File: src/hw/rtl/spq_pkg.sv
`timescale 1ns / 1ps

package spq_pkg;

	localparam logic OP_INSERT = 1'b0;
	localparam logic OP_REMOVE = 1'b1;

	localparam logic [1:0] STATUS_INSERTED = 2'd0;
	localparam logic [1:0] STATUS_FULL     = 2'd1;
	localparam logic [1:0] STATUS_SERVED   = 2'd2;
	localparam logic [1:0] STATUS_EMPTY    = 2'd3;

	typedef struct packed {
		logic        op;
		logic [15:0] client_id;
		logic [2:0]  prio_level;
	} in_word_t;

	typedef struct packed {
		logic [1:0]  status;
		logic [15:0] served_id;
		logic [2:0]  served_prio;
		logic [4:0]  occupancy;
	} out_word_t;

	typedef struct packed {
		logic [15:0] id;
		logic [2:0]  prio;
	} entry_t;

	typedef enum logic [2:0] {
		S_IDLE,
		S_DECIDE,
		S_SCAN,
		S_WRITE_NEW,
		S_POP,
		S_RESULT
	} state_t;

	typedef enum logic [1:0] {
		RD_NONE,
		RD_LAST,
		RD_PREV,
		RD_HEAD
	} rd_sel_t;

	typedef enum logic [1:0] {
		WR_NONE,
		WR_MOVE,
		WR_NEW
	} wr_sel_t;

	typedef struct packed {
		logic       latch;
		rd_sel_t    rd_sel;
		wr_sel_t    wr_sel;
		logic       load_pos;
		logic       pos_dec;
		logic       count_inc;
		logic       count_dec;
		logic       head_inc;
		logic       set_code;
		logic [1:0] code;
		logic       capture;
		logic       load_result;
	} cmd_t;

	typedef struct packed {
		logic is_remove;
		logic full;
		logic empty;
		logic lower;
		logic pos_one;
		logic out_busy;
	} stat_t;

endpackage

File: src/hw/rtl/spq_ctrl.sv
`timescale 1ns / 1ps

module spq_ctrl
	import spq_pkg::*;
(
	input  logic  clk,
	input  logic  arst_n,
	input  logic  in_valid,
	output logic  in_stall,
	input  stat_t stat,
	output cmd_t  cmd
);

	state_t state_q;
	state_t state_next;

	always_ff @(posedge clk or negedge arst_n) begin
		if (!arst_n) begin
			state_q <= S_IDLE;
		end else begin
			state_q <= state_next;
		end
	end

	always_comb begin
		state_next = state_q;
		case (state_q)
			S_IDLE: begin
				if (in_valid) begin
					state_next = S_DECIDE;
				end
			end
			S_DECIDE: begin
				if (stat.is_remove) begin
					state_next = stat.empty ? S_RESULT : S_POP;
				end else if (stat.full) begin
					state_next = S_RESULT;
				end else if (stat.empty) begin
					state_next = S_WRITE_NEW;
				end else begin
					state_next = S_SCAN;
				end
			end
			S_SCAN: begin
				if (!stat.lower) begin
					state_next = S_RESULT;
				end else if (stat.pos_one) begin
					state_next = S_WRITE_NEW;
				end
			end
			S_WRITE_NEW: state_next = S_RESULT;
			S_POP:       state_next = S_RESULT;
			S_RESULT: begin
				if (!stat.out_busy) begin
					state_next = S_IDLE;
				end
			end
			default: state_next = S_IDLE;
		endcase
	end

	always_comb begin
		cmd = '0;
		cmd.rd_sel = RD_NONE;
		cmd.wr_sel = WR_NONE;
		in_stall = (state_q != S_IDLE);
		case (state_q)
			S_IDLE: begin
				cmd.latch = in_valid;
			end
			S_DECIDE: begin
				if (stat.is_remove) begin
					if (stat.empty) begin
						cmd.set_code = 1'b1;
						cmd.code     = STATUS_EMPTY;
					end else begin
						cmd.rd_sel = RD_HEAD;
					end
				end else if (stat.full) begin
					cmd.set_code = 1'b1;
					cmd.code     = STATUS_FULL;
				end else begin
					// Scanning starts at the tail and moves toward the head.
					cmd.load_pos = 1'b1;
					if (!stat.empty) begin
						cmd.rd_sel = RD_LAST;
					end
				end
			end
			S_SCAN: begin
				if (stat.lower) begin
					cmd.wr_sel  = WR_MOVE;
					cmd.pos_dec = 1'b1;
					if (!stat.pos_one) begin
						cmd.rd_sel = RD_PREV;
					end
				end else begin
					cmd.wr_sel    = WR_NEW;
					cmd.count_inc = 1'b1;
					cmd.set_code  = 1'b1;
					cmd.code      = STATUS_INSERTED;
				end
			end
			S_WRITE_NEW: begin
				cmd.wr_sel    = WR_NEW;
				cmd.count_inc = 1'b1;
				cmd.set_code  = 1'b1;
				cmd.code      = STATUS_INSERTED;
			end
			S_POP: begin
				cmd.capture   = 1'b1;
				cmd.set_code  = 1'b1;
				cmd.code      = STATUS_SERVED;
				cmd.head_inc  = 1'b1;
				cmd.count_dec = 1'b1;
			end
			S_RESULT: begin
				cmd.load_result = !stat.out_busy;
			end
			default: begin
				cmd = '0;
			end
		endcase
	end

endmodule

File: src/hw/rtl/spq_datapath.sv
`timescale 1ns / 1ps

module spq_datapath
	import spq_pkg::*;
#(
	parameter int QUEUE_DEPTH = 16
)
(
	input  logic      clk,
	input  logic      arst_n,
	input  in_word_t  in_data,
	input  logic      out_stall,
	output logic      out_valid,
	output out_word_t out_data,
	input  cmd_t      cmd,
	output stat_t     stat
);

	localparam int IW = (QUEUE_DEPTH > 1) ? $clog2(QUEUE_DEPTH) : 1;
	localparam int CW = $clog2(QUEUE_DEPTH + 1);
	localparam int SW = CW + 1;

	entry_t mem [QUEUE_DEPTH];

	logic           op_q;
	logic [15:0]    id_q;
	logic [2:0]     prio_q;
	logic [IW-1:0]  head_q;
	logic [CW-1:0]  count_q;
	logic [CW-1:0]  pos_q;
	entry_t         rd_q;
	logic [1:0]     code_q;
	logic [15:0]    served_id_q;
	logic [2:0]     served_prio_q;
	logic           out_valid_q;
	out_word_t      out_q;

	logic [CW-1:0]  rd_logical;
	logic [IW-1:0]  rd_addr;
	logic [IW-1:0]  wr_addr;
	entry_t         wr_data;

	// Queue order is kept relative to a moving head, so a remove never shifts.
	function automatic logic [IW-1:0] to_phys(input logic [IW-1:0] head,
			input logic [CW-1:0] logical);
		logic [SW-1:0] sum;
		sum = SW'(head) + SW'(logical);
		if (sum >= SW'(QUEUE_DEPTH)) begin
			sum = sum - SW'(QUEUE_DEPTH);
		end
		return sum[IW-1:0];
	endfunction

	always_comb begin
		case (cmd.rd_sel)
			RD_LAST: rd_logical = count_q - CW'(1);
			RD_PREV: rd_logical = pos_q - CW'(2);
			default: rd_logical = '0;
		endcase
		rd_addr = to_phys(head_q, rd_logical);
		wr_addr = to_phys(head_q, pos_q);
		if (cmd.wr_sel == WR_MOVE) begin
			wr_data = rd_q;
		end else begin
			wr_data.id   = id_q;
			wr_data.prio = prio_q;
		end
	end

	always_ff @(posedge clk) begin
		if (cmd.wr_sel != WR_NONE) begin
			mem[wr_addr] <= wr_data;
		end
		if (cmd.rd_sel != RD_NONE) begin
			rd_q <= mem[rd_addr];
		end
	end

	always_ff @(posedge clk) begin
		if (cmd.latch) begin
			op_q   <= in_data.op;
			id_q   <= in_data.client_id;
			prio_q <= in_data.prio_level;
		end
		if (cmd.load_pos) begin
			pos_q <= count_q;
		end else if (cmd.pos_dec) begin
			pos_q <= pos_q - CW'(1);
		end
		if (cmd.set_code) begin
			code_q        <= cmd.code;
			served_id_q   <= cmd.capture ? rd_q.id : 16'd0;
			served_prio_q <= cmd.capture ? rd_q.prio : 3'd0;
		end
		if (cmd.load_result) begin
			out_q.status      <= code_q;
			out_q.served_id   <= served_id_q;
			out_q.served_prio <= served_prio_q;
			out_q.occupancy   <= 5'(count_q);
		end
	end

	always_ff @(posedge clk or negedge arst_n) begin
		if (!arst_n) begin
			head_q      <= '0;
			count_q     <= '0;
			out_valid_q <= 1'b0;
		end else begin
			if (cmd.head_inc) begin
				head_q <= (head_q == IW'(QUEUE_DEPTH - 1)) ? '0 : head_q + IW'(1);
			end
			if (cmd.count_inc) begin
				count_q <= count_q + CW'(1);
			end else if (cmd.count_dec) begin
				count_q <= count_q - CW'(1);
			end
			if (cmd.load_result) begin
				out_valid_q <= 1'b1;
			end else if (!out_stall) begin
				out_valid_q <= 1'b0;
			end
		end
	end

	always_comb begin
		stat.is_remove = (op_q == OP_REMOVE);
		stat.full      = (count_q == CW'(QUEUE_DEPTH));
		stat.empty     = (count_q == '0);
		stat.lower     = (rd_q.prio < prio_q);
		stat.pos_one   = (pos_q == CW'(1));
		stat.out_busy  = out_valid_q && out_stall;
	end

	assign out_valid = out_valid_q;
	assign out_data  = out_q;

endmodule

File: src/hw/rtl/stable_priority_queue_unit.sv
`timescale 1ns / 1ps

// Priority waiting queue of up to QUEUE_DEPTH clients, served highest
// priority first and in arrival order among equal priorities. Each input word
// is an insert or a remove and yields exactly one result word. The block takes
// one word at a time. After the accepting edge the controller passes through
// S_DECIDE and then, for a refused insert or a remove from an empty queue,
// straight to S_RESULT, which loads the result register. A remove passes
// through S_POP and an insert into an empty queue through S_WRITE_NEW before
// S_RESULT. An insert into a non-empty queue walks in S_SCAN over the k stored
// entries of lower priority that move one place toward the tail, at most
// QUEUE_DEPTH - 1, one entry per cycle, as set by the single read and single
// write port of the entry memory. The next word can be accepted in the cycle
// after the result is loaded. A waiting result holds off the next word only if
// it has not been taken by the time the next result is due.
module stable_priority_queue_unit
	import spq_pkg::*;
#(
	parameter int QUEUE_DEPTH = 16
)
(
	input  logic      clk,
	input  logic      arst_n,
	input  logic      in_valid,
	output logic      in_stall,
	input  in_word_t  in_data,
	output logic      out_valid,
	input  logic      out_stall,
	output out_word_t out_data
);

	cmd_t  cmd;
	stat_t stat;

	spq_ctrl u_ctrl (
		.clk      (clk),
		.arst_n   (arst_n),
		.in_valid (in_valid),
		.in_stall (in_stall),
		.stat     (stat),
		.cmd      (cmd)
	);

	spq_datapath #(
		.QUEUE_DEPTH (QUEUE_DEPTH)
	) u_datapath (
		.clk       (clk),
		.arst_n    (arst_n),
		.in_data   (in_data),
		.out_stall (out_stall),
		.out_valid (out_valid),
		.out_data  (out_data),
		.cmd       (cmd),
		.stat      (stat)
	);

endmodule
File: config.mk
export PLATFORM = sky130hd
export DESIGN_NAME = stable_priority_queue_unit
export DESIGN_NICKNAME = d
export VERILOG_FILES = /design/src/hw/rtl/spq_pkg.sv /design/src/hw/rtl/spq_ctrl.sv /design/src/hw/rtl/spq_datapath.sv /design/src/hw/rtl/stable_priority_queue_unit.sv
export SDC_FILE = /design/constraint.sdc
export NUM_CORES = 1
export LEC_CHECK = 0
export ABC_CLOCK_PERIOD_IN_PS = 7300
export BUFFER_PORTS_ARGS = -buffer_cell sky130_fd_sc_hd__buf_2
export CORE_MARGIN = 2
export CORE_UTILIZATION = 60
export DETAILED_ROUTE_END_ITERATION = 10
export GPL_TIMING_DRIVEN = 0
export PLACE_DENSITY = 0.73
export SLEW_MARGIN = 0
export SYNTH_ARGS = -nofsm -noshare
export SYNTH_HDL_FRONTEND = slang
export SYNTH_SLANG_ARGS = --single-unit
File: constraint.sdc
create_clock -name clk -period 7.3 [get_ports clk]
set_input_delay 0.365 -clock clk [delete_from_list [all_inputs] [get_ports clk]]
set_output_delay 0.365 -clock clk [all_outputs]
set_load 0.1 [all_outputs]
; Word-level counts from Yosys, hierarchy flattened
; Memory sizes are Yosys's and may differ from the RTL's. A register that Yosys moved wholly into a read port is not among the register bits.
; Cells that the tools add are included.
[word_totals]
ff_bits = 85
ram_bits = 304
input_bits = 24
output_inout_bits = 28
elab_cells = 101
memories = 1
[memory_table]
columns = name, depth, width, read_ports, rd_ports_with_merged_regs, write_ports, line
row1 = u_datapath.mem, 16, 19, 1, 1, 1, spq_datapath.sv:23  ; entry_t mem [QUEUE_DEPTH];
[op_classes]
n_addsub = 9
order_cmp = 3
eq_ne = 15
n_mux = 47
reduce_logical = 11
[ops]
columns = operator, n
row1 = 2-to-1 mux 3 bit, 10
row2 = 2-to-1 mux 5 bit, 4
row3 = 2-to-1 mux 19 bit, 1
row4 = 2-to-1 mux 1 bit, 17
row5 = one-hot mux 3 bit (5 select lines), 1
row6 = adder 4 x 5 -> 6 bit, 2
row7 = ">= comparator 6 x 5 -> 1 bit, second input constant", 2
row8 = 2-to-1 mux 2 bit, 6
row9 = 2-to-1 mux 4 bit, 3
row10 = one-hot mux 3 bit (4 select lines), 1
row11 = one-hot mux 5 bit (2 select lines), 1
row12 = "subtractor 5 x 1 -> 5 bit, second input constant", 2
row13 = one-hot mux 2 bit (2 select lines), 2
row14 = nonzero test 2 bit, 4
row15 = "subtractor 4 x 1 -> 4 bit, second input constant", 2
row16 = "equality test 3 x 2 -> 1 bit, second input constant", 2
row17 = "equality test 3 bit, second input constant", 2
row18 = "adder 5 x 1 -> 5 bit, second input constant", 1
row19 = "equality test 5 x 1 -> 1 bit, second input constant", 1
row20 = "equality test 5 bit, second input constant", 1
row21 = logical NOT 5 bit, 1
row22 = "subtractor 5 x 2 -> 5 bit, second input constant", 1
row23 = "adder 4 x 1 -> 4 bit, second input constant", 1
row24 = "equality test 2 x 1 -> 1 bit, second input constant", 2
row25 = other kinds (14), 15

; Logic depth before layout (Yosys ltp)
[depth]
depth_word = 10
ltp_mapped = 19
mapped_depth_nobuf = 16

; Cells and area by module
; Synthesis repeated with hierarchy kept, for this count alone.
[unflattened]
hier_cells = 784
hier_area_um2 = 16181.8
[by_module_without_submodules]
columns = mod, n_inst, cells_each, area_each_um2, seq_area_each_um2
row1 = spq_datapath, 1, 744, 15861.5, 12111.6
row2 = spq_ctrl, 1, 40, 320.3, 75.1

; Worst setup path after synthesis
; No wires, ideal clock.
[synth_timing]
path_type = register -> register
from = register, netlist name u_datapath.rd_q[1]
to = register, netlist name u_datapath.rd_q[17]
setup_time_ns = 0.266
t_arrival_ns = 4.020
required_ns = 7.034
slack_ns = 3.014
stages_incl_launch_ff = 18
path_buffers = 2
period_less_slack_ns = 4.286
cell_sequence = edfxtp_1 > ha_1 > a21o_1 > a2111o_1 > a31o_2 > o21a_1 > ha_1 > inv_1 > o22ai_1 > and2_1 > ha_1 > fa_1 > buf_2 > buf_1 > mux4_2 > nand2_1 > a22o_1 > o211ai_1
[synth_between]
elab_chain_len = 8
word_cells_on_any_way = 11
classes_between = add/sub (2) / order compare (2) / eq/ne (2) / mux (4) / reduce/logical (1)
[synth_rtl]
columns = item, line
row1 = < comparator 3 bit *, spq_datapath.sv:129  ; stat.lower = (rd_q.prio < prio_q);
row2 = 2-to-1 mux 2 bit *, spq_ctrl.sv:91  ; if (stat.lower) begin
row3 = one-hot mux 2 bit (2 select lines) *, spq_ctrl.sv:67  ; case (state_q)
row4 = equality test 2 bit or equality test 2 x 1 -> 1 bit (tied branches), spq_datapath.sv:55  ; case (cmd.rd_sel)
row5 = one-hot mux 5 bit (2 select lines), spq_datapath.sv:55
row6 = adder 4 x 5 -> 6 bit, spq_datapath.sv:47  ; sum = SW'(head) + SW'(logical);
row7 = >= comparator 6 x 5 -> 1 bit or subtractor 4 x 1 -> 4 bit (tied branches), "spq_datapath.sv:48, spq_datapath.sv:49"
row8 = 2-to-1 mux 4 bit, spq_datapath.sv:48  ; if (sum >= SW'(QUEUE_DEPTH)) begin
; Every way passes the cells marked *; elsewhere a longest branch is shown, timed or not.
; A chain may end at the register's enable or synchronous reset.

; Worst setup path after layout
[layout_timing]
from = register, netlist name u_datapath.rd_q[1]
to = register, netlist name u_datapath.rd_q[17]
[layout_between]
elab_chain_len = 8
word_cells_on_any_way = 11
classes_between = add/sub (2) / order compare (2) / eq/ne (2) / mux (4) / reduce/logical (1)
[layout_rtl]
columns = item, line
row1 = < comparator 3 bit *, spq_datapath.sv:129
row2 = 2-to-1 mux 2 bit *, spq_ctrl.sv:91
row3 = one-hot mux 2 bit (2 select lines) *, spq_ctrl.sv:67
row4 = equality test 2 bit or equality test 2 x 1 -> 1 bit (tied branches), spq_datapath.sv:55
row5 = one-hot mux 5 bit (2 select lines), spq_datapath.sv:55
row6 = adder 4 x 5 -> 6 bit, spq_datapath.sv:47
row7 = >= comparator 6 x 5 -> 1 bit or subtractor 4 x 1 -> 4 bit (tied branches), "spq_datapath.sv:48, spq_datapath.sv:49"
row8 = 2-to-1 mux 4 bit, spq_datapath.sv:48
; Marked as above.

==> impl_metrics.py <==
metrics = {
    "power_and_ir_drop": {
        "p_per_area_mw_per_mm2": 477,
        "p_switching_mw": 3.23,
        "p_comb_frac": 0.406,
        "p_sw_frac": 0.362,
        "internal_power_mw": 5.68,
        "pwr-share-seq": 0.379,
        "power_leakage_nw": 6.41,
        "total_power_mw": 8.91,
        "clockPowerShare": 0.215,
        "ir_worst_vdd_v": 0.000230,
    },
    "synth": {
        "synth-edff-count": 395,
        "yosys_warnings": 0,
        "synthesis.nets": 904,
        "syn_area_mm2": 0.0163,
        "synth-async-reset-ratio": 0.0319,
        "synth.avg_cell_area_um2": 18.9,
        "ys_seq_elements": 408,
        "yosys.cell_types.count": 57,
        "ys_dominant_reg_cell": "edfxtp_1",
        "synthCells": 859,
        "yosysSeqAreaShare": 0.749,
    },
    "routing": {
        "drt-total-wl_um": 32900,
        "drt.antenna.violating_nets": 0,
        "num_vias": 8239,
        "drt_drc_violations_left": 0,
        "first_pass_iters": 5,
        "wl_per_cell_um": 24.4,
        "post_drt_via_cell_ratio": 6.12,
        "drt_iter0_drc": 841,
    },
    "timing": {
        "period_share": 0.713,
        "setup_tns_ps": 0,
        "setup_viol": 0,
        "slew_violations": 0,
        "fmax_mhz": 192,
        "min_period_ps": 5210,
        "rsz0062_at_grt": "false",
        "hold_violations": 0,
        "worst_slew_pin_slew_ps": 948,
        "relSlewSlack": 0.367,
        "fin_skew_ps": 9.77,
    },
    "clock_network": {
        "cts.clk_slew.worst_paths_ps": 60,
        "cts_tree": "done",
        "numCtsBuffers": 41,
        "cts_resized": 0,
        "clock_latency_ps": 530,
        "htree_levels": 2,
        "root_buffer": "clkbuf_16",
        "cts_setup_buffers": 0,
        "numClockSinks": 408,
        "cts_buffer_depth": 3,
    },
    "critical_path": {
        "crit-reg2reg-launch": "u_datapath.rd_q[1]$_DFFE_PP_",
        "cp.arrival_ps": 5460,
        "crit_family": "compound AO/OA/AOI/OAI gates",
        "reg2reg_slack_ps": 2090,
        "worst_path_max_delay_cell": "fa_1",
        "critPathMaxStageDelay_ps": 600,
        "end_kind": "flop",
        "startpoint_type": "flop",
        "path_common_cell": "ha_1",
        "critPathBufInv": 3,
        "rr_worst_depth": 17,
        "cp_max_fo": 10,
        "crit_cells": 17,
        "cp_cell_sequence": "ha_1, a21o_1, a2111o_1, a31o_2, o21a_1, ha_1, inv_1, o22ai_1, and2_1, ha_1, fa_1, buf_2, buf_1, mux4_2, nand2_1, a22o_1, o211ai_1",
        "worstReg2RegEnd": "u_datapath.rd_q[17]$_DFFE_PP_",
        "cp.required_ps": 7550,
        "setup.worst_path.class": "flop to flop",
    },
    "cells_and_area": {
        "areaGrowthSynthToFinish_pct": 14.8,
        "nets": 1023,
        "drive_gt1_frac": 0.252,
        "final_cell_mix": "edfxtp_1, mux4_2, nand2_1",
        "post-route-util": 0.697,
        "final_common_cell": "edfxtp_1",
        "diodes": 0,
    },
    "worst_hold_path": {
        "min_path_type": "primary input to flop",
        "min-delay-start": "in_data[11]",
        "holdPathStages": 1,
        "hold_end": "u_datapath.id_q[8]$_DFFE_PP_",
    },
    "global_routing": {
        "grt_pass1_wl_um": 49500,
        "grt_max_degree": 22,
        "antenna_found_initial": 0,
        "grt_overflow_total": 0,
        "first_global_vias": 8276,
        "grtUsageTotal": 0.237,
    },
    "die": {
        "die_area_mm2": 0.0284,
        "die_y_um": 169,
        "pin_count": 52,
        "coreArea_mm2": 0.0268,
        "dieWidth_um": 169,
        "start_util": 0.607,
        "fp-row-count": 60,
    },
    "status": {
        "outcome": "finished, final reports clean",
    },
    "job": {
        "drv_cap": 0,
    },
    "place": {
        "dpl.hpwl_um": 22100,
        "portBuffers": 51,
        "gp_congestion": 0.866,
    },
}
-- logic make-up (layout without fill, tap and decap cells) --
logic type / Yosys count / in the layout / synth area share
buf+inv: 55 / 202 / 0.0165
flops: 408 / 408 / 0.749
fa+ha+maj: 21 / 21 / 0.0171
xor+xnor: 16 / 16 / 0.00861
simple gates: 179 / 179 / 0.0497
mux: 95 / 95 / 0.120
compound gates: 85 / 85 / 0.0388
-- how the worst max path moves through the flow --
| stage | from | to | slack (ps) |
|---|---|---|---|
| detailed placement | u_datapath.rd_q[1]$_DFFE_PP_ | u_datapath.rd_q[17]$_DFFE_PP_ | 2120 |
| CTS | u_datapath.rd_q[1]$_DFFE_PP_ | u_datapath.rd_q[17]$_DFFE_PP_ | 2080 |
| finish | u_datapath.rd_q[1]$_DFFE_PP_ | u_datapath.rd_q[17]$_DFFE_PP_ | 2090 |
| global route | u_datapath.rd_q[1]$_DFFE_PP_ | u_datapath.rd_q[17]$_DFFE_PP_ | 1900 |
| floorplan | u_datapath.rd_q[1]$_DFFE_PP_ | u_datapath.rd_q[17]$_DFFE_PP_ | 3010 |
| global placement | u_datapath.rd_q[1]$_DFFE_PP_ | u_datapath.rd_q[17]$_DFFE_PP_ | 2130 |
-- repair_timing --
item,4_1_cts,5_1_grt
setup endpoints to repair,0,0
hold endpoints to repair,19,0
hold buffers,7,0
-- flip-flops by register name, indices dropped and copies added (netlist names), 2 cells and up --
name and cells:
u_datapath.count_q 5, u_datapath.rd_q 19, u_datapath.mem 304, u_datapath.served_id_q 16
u_datapath.head_q 4, u_datapath.pos_q 5, u_datapath.code_q 2, u_datapath.prio_q 3
u_datapath.id_q 16, u_datapath.out_data 26, u_ctrl.state_q 3, u_datapath.served_prio_q 3
-- layout make-up --
cell class	instances	area, um^2
repair buffers	76	721
clock buffers	54	1120
fillers	1655	8120
inverters	13	48.8
multi-input cells	396	3860
plain buffers	42	220
flip-flops and latches	408	12200
well taps	341	427
clock inverters	17	103
-- cell usage after synthesis (8+ instances only) --
cell	instances	area, um^2
buf_4	9	67.6
mux2_4	8	120
a21oi_1	10	50.1
mux2_1	10	113
edfxtp_1	395	11900
o21ai_0	8	40.0
dfrtp_1	13	325
nand2_1	68	255
nor2_1	61	229
buf_2	10	50.1
xnor2_1	11	96.3
ha_1	19	238
and2_1	22	138
mux4_2	76	1710
a31oi_1	19	119
inv_1	13	48.8
clkbuf_1	13	48.8
o211a_1	18	180
-- power by group through the flow --
| stage | Clock [mW] | Combinational (mW) | Sequential [mW] |
|---|---|---|---|
| 3_3_place_gp | 0 | 3.44 | 3.42 |
| 2_1_floorplan | 0 | 2.36 | 3.59 |
| 5_1_grt | 2.04 | 3.88 | 3.40 |
| 4_1_cts | 1.95 | 3.62 | 3.37 |
| 6_report | 1.92 | 3.62 | 3.38 |
| 3_5_place_dp | 0 | 3.58 | 3.42 |
-- metal layers --
layer  global-route usage  share of wire
met1                0.339           0.43
met5                    0              0
met3               0.0437          0.069
met2                0.383           0.48
met4               0.0652          0.023
-- per-stage QoR --
stage                     instances  setup slack (ps)  area, um^2  hold WS (ps)
final                          1347              2090       18700          9.23
after global routing           1347              1900       18700          2.53
after CTS                      1347              2080       18700         0.882
after detailed placement       1269              2120       17400           271
after global placement         1251              2130       17000           273
after floorplan                 859              3010       16300          69.4
(Power assumes the default switching activity.)
